==> src/rtl/core/point_line_distance_projection_defines.svh <==
// assertion macros for the point to line distance block
`ifndef POINT_LINE_DISTANCE_PROJECTION_DEFINES_SVH
`define POINT_LINE_DISTANCE_PROJECTION_DEFINES_SVH

// same-cycle implication, clocked on clk, off during reset
`define PLDP_ASSERT_IMP(lbl, ante, cons, msg) \
  lbl: assert property (@(posedge clk) disable iff (rst) (ante) |-> (cons)) \
    else $error(msg);

// implication with a fixed delay in cycles
`define PLDP_ASSERT_DLY(lbl, ante, dly, cons, msg) \
  lbl: assert property (@(posedge clk) disable iff (rst) (ante) |-> ##(dly) (cons)) \
    else $error(msg);

`endif

==> src/rtl/core/pldp_pkg.sv <==
// shared types and constants for the point to line distance block
package pldp_pkg;

  localparam int NumCells = 32;
  localparam int NumLanes = 4;
  localparam int FrontStages = 6;
  localparam int Latency = FrontStages + NumCells + 1;

  localparam int LaneDist = 0;
  localparam int LaneProjX = 1;
  localparam int LaneProjY = 2;
  localparam int LaneProjZ = 3;

  localparam logic [2:0] RegBaseX = 3'd0;
  localparam logic [2:0] RegBaseY = 3'd1;
  localparam logic [2:0] RegBaseZ = 3'd2;
  localparam logic [2:0] RegDirX = 3'd3;
  localparam logic [2:0] RegDirY = 3'd4;
  localparam logic [2:0] RegDirZ = 3'd5;
  localparam logic [2:0] RegThreshold = 3'd6;

  typedef struct packed {
    logic [31:0] rem;
    logic [31:0] quo;
  } lane_t;

  typedef struct packed {
    logic [15:0] index;
    logic signed [15:0] base_x;
    logic signed [15:0] base_y;
    logic signed [15:0] base_z;
    logic [31:0] thr2;
    logic [31:0] dd;
    logic sat;
    logic degen;
    logic [2:0] neg;
  } side_t;

  typedef struct packed {
    side_t side;
    lane_t [NumLanes-1:0] lane;
  } stage_t;

endpackage

==> src/rtl/core/pldp_finish.sv <==
// threshold flags, floor correction, projection saturation and result register
module pldp_finish (
  input  logic               clk,
  input  logic               rst,
  input  logic               in_valid,
  input  pldp_pkg::stage_t   in_stage,
  output logic               done,
  output logic [15:0]        out_index,
  output logic [31:0]        sqr_dist,
  output logic               is_inlier,
  output logic               is_outside,
  output logic signed [15:0] proj_x,
  output logic signed [15:0] proj_y,
  output logic signed [15:0] proj_z,
  output logic               degenerate
);

  function automatic logic [15:0] proj_comp(input logic signed [15:0] base,
                                            input pldp_pkg::lane_t ln,
                                            input logic neg);
    logic [19:0] qm;
    logic signed [19:0] qs;
    logic signed [20:0] sum;
    qm = {1'b0, ln.quo[18:0]};
    // floor toward minus infinity for a negative numerator
    qs = neg ? -(qm + 20'(ln.rem != 32'd0)) : qm;
    sum = 21'(base) + 21'(qs);
    if (sum > 21'sd32767) begin
      return 16'h7fff;
    end else if (sum < -21'sd32768) begin
      return 16'h8000;
    end
    return sum[15:0];
  endfunction

  logic [31:0] q, r, thr2;
  logic sat, degen;
  assign q = in_stage.lane[pldp_pkg::LaneDist].quo;
  assign r = in_stage.lane[pldp_pkg::LaneDist].rem;
  assign thr2 = in_stage.side.thr2;
  assign sat = in_stage.side.sat;
  assign degen = in_stage.side.degen;

  always_ff @(posedge clk) begin
    if (rst) begin
      done <= 1'b0;
    end else begin
      done <= in_valid;
    end
  end

  always_ff @(posedge clk) begin
    out_index <= in_stage.side.index;
    degenerate <= degen;
    if (degen) begin
      sqr_dist <= '0;
      is_inlier <= 1'b0;
      is_outside <= 1'b0;
      proj_x <= in_stage.side.base_x;
      proj_y <= in_stage.side.base_y;
      proj_z <= in_stage.side.base_z;
    end else begin
      sqr_dist <= sat ? 32'hffff_ffff : q;
      // with remainder below dd the quotient decides against thr2; on a tie a nonzero remainder means outside
      is_inlier <= !sat && (q < thr2);
      is_outside <= sat || (q > thr2) || ((q == thr2) && (r != 32'd0));
      proj_x <= proj_comp(in_stage.side.base_x, in_stage.lane[pldp_pkg::LaneProjX],
                          in_stage.side.neg[0]);
      proj_y <= proj_comp(in_stage.side.base_y, in_stage.lane[pldp_pkg::LaneProjY],
                          in_stage.side.neg[1]);
      proj_z <= proj_comp(in_stage.side.base_z, in_stage.lane[pldp_pkg::LaneProjZ],
                          in_stage.side.neg[2]);
    end
  end

endmodule

==> config.mk <==
export PLATFORM = sky130hd
export DESIGN_NAME = pldp_finish
export DESIGN_NICKNAME = d
export VERILOG_FILES = /design/src/rtl/core/point_line_distance_projection_defines.svh /design/src/rtl/core/pldp_pkg.sv /design/src/rtl/core/pldp_finish.sv
export SDC_FILE = /design/constraint.sdc
export NUM_CORES = 1
export LEC_CHECK = 0
export ABC_AREA = 0
export BUFFER_PORTS_ARGS = -buffer_cell sky130_fd_sc_hd__buf_2
export CAP_MARGIN = 5
export CORE_AREA = 8 8 187 189
export CTS_CLUSTER_SIZE = 30
export DETAILED_ROUTE_END_ITERATION = 10
export DIE_AREA = 0 0 195 197
export PLACE_DENSITY = 0.66
export SYNTH_ARGS = -nofsm -noshare
export SYNTH_HDL_FRONTEND = slang
export SYNTH_SLANG_ARGS = --single-unit
==> constraint.sdc <==
create_clock -name clk -period 7.8 [get_ports clk]
set_input_delay 0 -clock clk [delete_from_list [all_inputs] [get_ports clk]]
set_output_delay 0 -clock clk [all_outputs]
set_load 0.02 [all_outputs]
After elaboration in Yosys (flattened, before gate mapping)
Cells that the tools add are included.

Input bits: 392. Flip-flop bits (word level): 100. Output and inout bits: 100.

Add/sub/neg operators: 9. Magnitude comparators: 8. Multiplexer cells: 25. Eq/ne operators: 1. Reduce and logical (&&, ||, !) cells: 9.

Operators by type and width (count): 2-to-1 mux 16 bit (12); nonzero test 32 bit (4); adder 16 x 20 -> 21 bit (3); greater-than comparator 21 x 16 -> 1 bit (second input constant) (3); < comparator 21 x 16 -> 1 bit (second input constant) (3); adder 19 x 1 -> 20 bit (3); 2-to-1 mux 20 bit (3); negator 20 bit (3); equality test 32 bit (1); greater-than comparator 32 bit (1); < comparator 32 bit (1); 2-to-1 mux 32 bit (1); 2-to-1 mux 1 bit (9); logical AND 1 bit (2); logical OR 1 bit (2); zero test 1 bit (1).

Logic depth before layout (Yosys ltp)
Gate-level depths: netlist (run 1).

Depth after elaboration: 11. Mapped depth: 28. Depth with buffers taken out: 26.

Worst setup path before layout (run 1)
OpenSTA, ideal clock, no wires.

Path kind: input to register. From: in in_stage[124] (netlist bit). To: reg proj_x[4]. Buffers on the path: 1. Arrival: 4.598 ns. Path slack: 3.127 ns. Stages: 26. Cells stage by stage: nor4_1 -> nand4_1 -> nor2_1 -> ha_1 -> ha_1 -> inv_1 -> ha_1 -> o21bai_1 -> a21oi_1 -> o21ai_0 -> a31o_2 -> a211oi_1 -> nor3_1 -> a2111oi_0 -> xor2_1 -> mux2i_1 -> ha_1 -> nor2b_1 -> nor2_1 -> nand2_1 -> a2111oi_0 -> nor2_1 -> xnor2_1 -> o41a_1 -> buf_2 -> o22ai_1.

Cells in the longest elaborated chain, start to end: 11. Elaborated cells on any way between the ends: 13. Classes of those cells: 3 x add/sub; 2 x order compare; 7 x mux; 1 x reduce/logical.

RTL lines: from (decl) (RTL line pldp_finish.sv:6) `input pldp_pkg::stage_t in_stage,`; nonzero test 32 bit * (RTL line pldp_finish.sv:26) `qs = neg ? -(qm + 20'(ln.rem != 32'd0)) : qm;`; adder 19 x 1 -> 20 bit * (RTL line pldp_finish.sv:26); negator 20 bit * (RTL line pldp_finish.sv:26); 2-to-1 mux 20 bit * (RTL line pldp_finish.sv:26); adder 16 x 20 -> 21 bit * (RTL line pldp_finish.sv:27) `sum = 21'(base) + 21'(qs);`; < comparator 21 x 16 -> 1 bit (RTL line pldp_finish.sv:30) `end else if (sum < -21'sd32768) begin`; 2-to-1 mux 1 bit (RTL line pldp_finish.sv:30); 2-to-1 mux 1 bit (RTL line pldp_finish.sv:28) `if (sum > 21'sd32767) begin`; 2-to-1 mux 1 bit (RTL line pldp_finish.sv:55) `if (degen) begin`; 2-to-1 mux 16 bit * (RTL line pldp_finish.sv:33) `return sum[15:0];`; 2-to-1 mux 16 bit * (RTL line pldp_finish.sv:55); to (signal assigned) (RTL line pldp_finish.sv:59) `proj_x <= in_stage.side.base_x;`; to (signal assigned) (RTL line pldp_finish.sv:67) `proj_x <= proj_comp(in_stage.side.base_x, in_stage.lane[pldp_pkg::LaneProjX],`; to (decl) (RTL line pldp_finish.sv:12) `output logic signed [15:0] proj_x,`.

Mark *: on every way between the ends. The rest lies on a longest branch, timed or not. The select of a mux whose other input is x is not followed. A chain may end at the register's enable or synchronous reset.

Worst setup path in the final report (run 1)
From: in in_stage[184] (netlist bit). To: reg proj_y[0].

Cells in the longest elaborated chain, start to end: 11. Elaborated cells on any way between the ends: 13. Classes of those cells: 3 x add/sub; 2 x order compare; 7 x mux; 1 x reduce/logical.

RTL lines: nonzero test 32 bit * (RTL line pldp_finish.sv:26); adder 19 x 1 -> 20 bit * (RTL line pldp_finish.sv:26); negator 20 bit * (RTL line pldp_finish.sv:26); 2-to-1 mux 20 bit * (RTL line pldp_finish.sv:26); adder 16 x 20 -> 21 bit * (RTL line pldp_finish.sv:27); < comparator 21 x 16 -> 1 bit (RTL line pldp_finish.sv:30); 2-to-1 mux 1 bit (RTL line pldp_finish.sv:30); 2-to-1 mux 1 bit (RTL line pldp_finish.sv:28); 2-to-1 mux 1 bit (RTL line pldp_finish.sv:55); 2-to-1 mux 16 bit * (RTL line pldp_finish.sv:33); 2-to-1 mux 16 bit * (RTL line pldp_finish.sv:55); to (signal assigned) (RTL line pldp_finish.sv:60) `proj_y <= in_stage.side.base_y;`; to (signal assigned) (RTL line pldp_finish.sv:69) `proj_y <= proj_comp(in_stage.side.base_y, in_stage.lane[pldp_pkg::LaneProjY],`; to (decl) (RTL line pldp_finish.sv:13) `output logic signed [15:0] proj_y,`.

Marks and branches as above.

==> results of run 1 <==
-- area by class of cell --
cell class	count	area share, %
Sequential cell	100	13.7
Timing Repair Buffer	504	20.1
Multi-Input combinational cell	1197	57.0
Clock buffer	9	1.55
Inverter	137	3.53
Clock inverter	7	0.541
Tap cell	408	3.50
Antenna cell	2	0.0344
-- logic make-up after synthesis --
| kind of cell | synth area share [%] |
|---|---|
| xor gates and xnor gates | 5.90 |
| muxes | 1.50 |
| and+or+nand+nor | 22.8 |
| buffers and inverters | 6.29 |
| adders and majority gates | 18.9 |
| DFF | 18.2 |
| AOI/OAI and AO/OA | 26.5 |
-- power breakdown --
part           leakage [nW]  internal, W  switching [W]
clock network         0.148     0.000228       0.000239
logic                  6.30     0.000553       0.000779
registers             0.841     0.000595      0.0000281
total                  7.29      0.00138        0.00105
-- metrics by stage --
step	power [W]	instances	area, um2	hold slack, ps	setup slack [ps]
6_report	0.00242	2364	14600	61.7	2170
5_1_grt	0.00261	2364	14600	68.8	1700
4_1_cts	0.00244	2362	14600	43.9	2110
3_5_place_dp	0.00192	2267	13500	104	1700
3_3_place_gp	0.00190	2267	13500	102	1850
2_1_floorplan	0.00154	1477	11000	27.7	3130
-- layer usage --
layer	global-route usage, %	wire, um	vias to the layer above
met2	34.0	18800	370
met4	6.06	818	0
met1	24.6	17900	5570
met5	0	0	-
li1	-	-	6314
met3	3.00	1910	42
-- Yosys cell counts, drive strengths merged (3+ instances only) --
cell	count
nor2	162
ha	161
inv	137
o21ai	111
dfxtp	100
nand2	98
a21oi	90
xnor2	51
a21o	46
nand3	40
nor4	36
nor3	35
nand2b	34
clkbuf	32
nand4	30
o22ai	29
xor2	23
o21a	20
o31ai	17
a211oi	16
o211ai	16
and3	15
nor2b	14
or3	14
a211o	13
a31oi	13
mux2i	12
buf	11
o21bai	11
a2111oi	9
or2	8
and2	7
o32ai	7
nand3b	6
o2111ai	5
mux2	4
o311ai	4
fa	3
o31a	3
or4	3
-- path summary, 6_finish.rpt --
path / start / endpoint / cells after the start
worst max-delay path: in_stage[184] / proj_y[0] / 23
worst min-delay path: in_stage[332] / proj_z[7] / 4
-- flip-flops by register name (all words and copies together) (netlist names) --
name,flops
proj_z,16
done,1
proj_y,16
out_index,16
is_outside,1
sqr_dist,32
is_inlier,1
proj_x,16
degenerate,1
-- critical path: stages --
cell       delay, ps
buf_2             90
nor4_1           330
nand4_1          150
nor2_1           130
ha_1             180
ha_1             170
inv_1             50
ha_1             200
o21bai_1         140
a21oi_1          110
nor2b_1          120
o21a_1           140
o22a_1           190
a211oi_1         120
o31ai_1          420
a21oi_1          120
a211oi_1         480
ha_1             380
nor3_1            90
a2111oi_0        700
o311ai_4         220
nor3_2           960
o32ai_1          310
==> reports/qor.yml, run 1 <==
cts_repair_resize_count: 0
yosys_register_bits: 100
cts_sinks: 100
grt_pass1_vias: 12101
grt_overflow: 0
die_y_um: 197
period_minus_slack_ps: 5630
final_cell_mix: "buf_2 (420), nor2_1 (162), ha_1 (161)"
wl_per_cell_um: 16.7
async_reset_ff_share_pct: 0
nFillCells: 3213
grt_pass1_wl_um: 62500
port_buffers: 420
cts_tree: "done"
dp_hpwl_um: 32600
p_per_area_nw_per_um2: 166
relSlewSlack_pct: 20.6
h-tree-depth: 3
grt_use_total_pct: 19.6
cts_buffers: 9
wl_um: 39500
rsz0062_at_grt: "no"
ys.flop_type: "dfxtp_1"
drive_gt1_share_pct: 24.5
ir_drop_uv: 104
num_vias: 12296
yosysTopAreaCellShare_pct: 18.3
fin_crit_sh_pct: 72.2
via_per_inst: 5.20
io_pins: 492
cts_buffer_depth: 2
syn-cell-area_um2: 11000
area_delta_synth_final_pct: 32.5
ys_top_cells_by_area: "ha_1 (18%), dfxtp_1 (18%), nor2_1 (5.5%), inv_1 (4.6%), o21ai_0 (4.5%)"
fin_tns_setup_ps: 0
synthCells: 1477
crit_type: "input pin to flop"
cap_violations: 0
worst_pin_slew_ps: 1190
grt_max_degree: 70
gp_congestion: 0.923
layout.area.seq_um2: 2000
avgSynthCellArea_um2: 7.44
nNetsFinal: 2505
synth-edff-count: 0
status: "finished, final reports clean"
worstPathArrival_ps: 5820
multi_input_area_um2: 8300
final_common_cell: "buf_2"
synth_area_leader_cell: "ha_1"
initial_utilization_pct: 34.3
drtPass1Iterations: 5
drc: 0
antenna_found_initial: 4
ys_seq_area_share_pct: 18.2
ys_warn_count: 0
drt_iter0_markers: 584
antenna_left: 0
finalSetupViolCount: 0
drv_slew: 0
cp_max_fo: 15
rows: 66
syn_nets: 2033
cp-start-kind: "input pin"
die-area_um2: 38400
postCtsHoldBufs: 79
post-cts-setup-buffers: 0
clk_pin_slew_ps: 90
hp-class: "input pin to flop"
cp-end-kind: "flop"
max_freq_mhz: 178
utilization_pct: 45.5
root_buffer: "clkbuf_16"
final-hold-violation-count: 0
die_w_um: 195
p_leak_nw: 7.29
core_um2: 32000
crit_required_ps: 7990
synth.distinct_cells: 81
(Power assumes the default switching activity.)
==> run 2: changes to the inputs <==
--- a/config.mk
+++ b/config.mk
@@ -8,11 +8,11 @@
 export ABC_AREA = 0
 export BUFFER_PORTS_ARGS = -buffer_cell sky130_fd_sc_hd__buf_2
 export CAP_MARGIN = 5
-export CORE_AREA = 8 8 187 189
+export CORE_AREA = 8 8 183 185
 export CTS_CLUSTER_SIZE = 30
 export DETAILED_ROUTE_END_ITERATION = 10
-export DIE_AREA = 0 0 195 197
-export PLACE_DENSITY = 0.66
+export DIE_AREA = 0 0 191 193
+export PLACE_DENSITY = 0.68
 export SYNTH_ARGS = -nofsm -noshare
 export SYNTH_HDL_FRONTEND = slang
 export SYNTH_SLANG_ARGS = --single-unit
==> constraint.sdc (replaced) <==
create_clock -name clk -period 5.55 [get_ports clk]
set_input_delay 0 -clock clk [delete_from_list [all_inputs] [get_ports clk]]
set_output_delay 0 -clock clk [all_outputs]
set_load 0.02 [all_outputs]
==> run 2 against run 1 <==
First-iteration DRC count grew 1.2%. Worst hold slack lost 35 ps. Via count grew 1.2%. Critical path depth grew 3. Sequential power grew 41%. Cell count grew 0.25%. Combinational power grew 43%. Power grew 42%. Global-route usage grew 0.70 points. Count of clock-buffer cells in the layout is the same. Largest cell class unchanged. Clock power grew 40%. Non-clock buffer count grew 13.
==> reports/qor.yml, run 2 (synthesized netlist as in run 1, its figures left out) <==
power_w: 0.00344
die_w_um: 191
path_delay_family: "compound AO/OA/AOI/OAI gates"
nNetsFinal: 2518
rsz0062_at_grt: "no"
h-tree-depth: 3
grt_overflow: 0
period_minus_slack_ps: 5020
num_vias: 12442
worstPathArrival_ps: 5260
antenna_left: 0
cp-end-kind: "flop"
slowest_stage: "a2111oi_2"
final_cell_mix: "buf_2 (420), nor2_1 (162), ha_1 (161)"
die-area_um2: 36900
ir_drop_uv: 178
fin_crit_sh_pct: 90.4
rows: 65
dp_hpwl_um: 32300
port_buffers: 420
core_um2: 30800
cap_violations: 0
largest_reg_flops: 32
worst_pin_slew_ps: 982
via_per_inst: 5.25
drt_iter0_markers: 591
grt_max_degree: 56
final-hold-violation-count: 0
fin_tns_setup_ps: 0
max_freq_mhz: 199
relSlewSlack_pct: 34.1
path_depth: 26
drive_gt1_share_pct: 25.0
cp_common_cell: "ha_1"
finalSetupViolCount: 0
cp-start-kind: "input pin"
grt_pass1_wl_um: 61200
cts_tree: "done"
initial_utilization_pct: 35.7
grt_use_total_pct: 20.2
wl_per_cell_um: 16.6
area_delta_synth_final_pct: 33.4
drtPass1Iterations: 5
io_pins: 492
cp-startpoint: "in_stage[249]"
cts_buffers: 9
drv_slew: 0
regMostFlops: "sqr_dist"
drc: 0
hp-class: "input pin to flop"
antenna_found_initial: 2
cts_repair_resize_count: 0
crit_end: "proj_z[5]"
slowest_delay_ps: 480
utilization_pct: 47.6
status: "finished, final reports clean"
postCtsHoldBufs: 79
cts_buffer_depth: 2
cp_max_fo: 5
crit_required_ps: 5790
grt_pass1_vias: 12111
gp_congestion: 0.910
p_leak_nw: 7.36
crit_type: "input pin to flop"
wl_um: 39300
clk_pin_slew_ps: 80
post-cts-setup-buffers: 0
critPathBufInv: 3
root_buffer: "clkbuf_16"
p_per_area_nw_per_um2: 234
die_y_um: 193
cts_sinks: 100
final_common_cell: "buf_2"
run 2: cell count changes in the layout (fill, tap and decap cells not counted):
| cell | previous run | this run |
|---|---|---|
| buf_4 | 5 | 17 |
| buf_12 | 0 | 1 |
| diode_2 | 2 | 1 |
| o21ai_1 | 14 | 13 |
| o21ai_0 | 97 | 98 |
run 2: tightest hold or removal path, delay by kind of cell:
family / cells / cell delay [ps]
buffers and inverters: 1 / 140
AO/OA/AOI/OAI: 1 / 100
AND/OR/NAND/NOR: 1 / 90
run 2: layout make-up:
class                      count  area [um2]
clock buffer                   9         225
tap                          402         503
antenna                        1        2.50
timing repair buffer         517        3040
multi-input combinational   1197        8300
fill                        3068       16200
inverter                     137         514
clock inverter                 7        78.8
sequential                   100        2000
run 2: report_power, final:
| part | switching [W] | internal [W] | leakage, nW |
|---|---|---|---|
| registers | 0.0000448 | 0.000836 | 0.841 |
| logic | 0.00110 | 0.000806 | 6.37 |
| clock network | 0.000335 | 0.000321 | 0.148 |
run 2: routing by layer:
| layer | share of wire [%] | global-route usage, % |
|---|---|---|
| met5 | 0.033 | 0 |
| met2 | 47 | 34.9 |
| met4 | 3.0 | 7.40 |
| met1 | 43 | 24.3 |
| met3 | 7.1 | 4.62 |
run 2: worst min path at each step:
stage | from | to | depth (start not counted)
after global routing | in_stage[330] | proj_z[5] | 3
after global placement | in_stage[380] | out_index[7] | 1
after detailed placement | in_stage[380] | out_index[7] | 1
after floorplan | in_stage[259] | degenerate | 0
final | in_stage[330] | proj_z[5] | 3
after CTS | in_stage[330] | proj_z[5] | 3
run 2: metrics by stage:
| step | instances | area (um2) | worst slack, ps | hold slack [ps] |
|---|---|---|---|---|
| after floorplan | 1477 | 11000 | 877 | 27.7 |
| after global placement | 2274 | 13600 | 328 | 102 |
| after detailed placement | 2274 | 13600 | 224 | 104 |
| after CTS | 2369 | 14700 | 598 | 18.3 |
| after global routing | 2370 | 14700 | 17.7 | 50.6 |
| final | 2370 | 14700 | 530 | 26.8 |
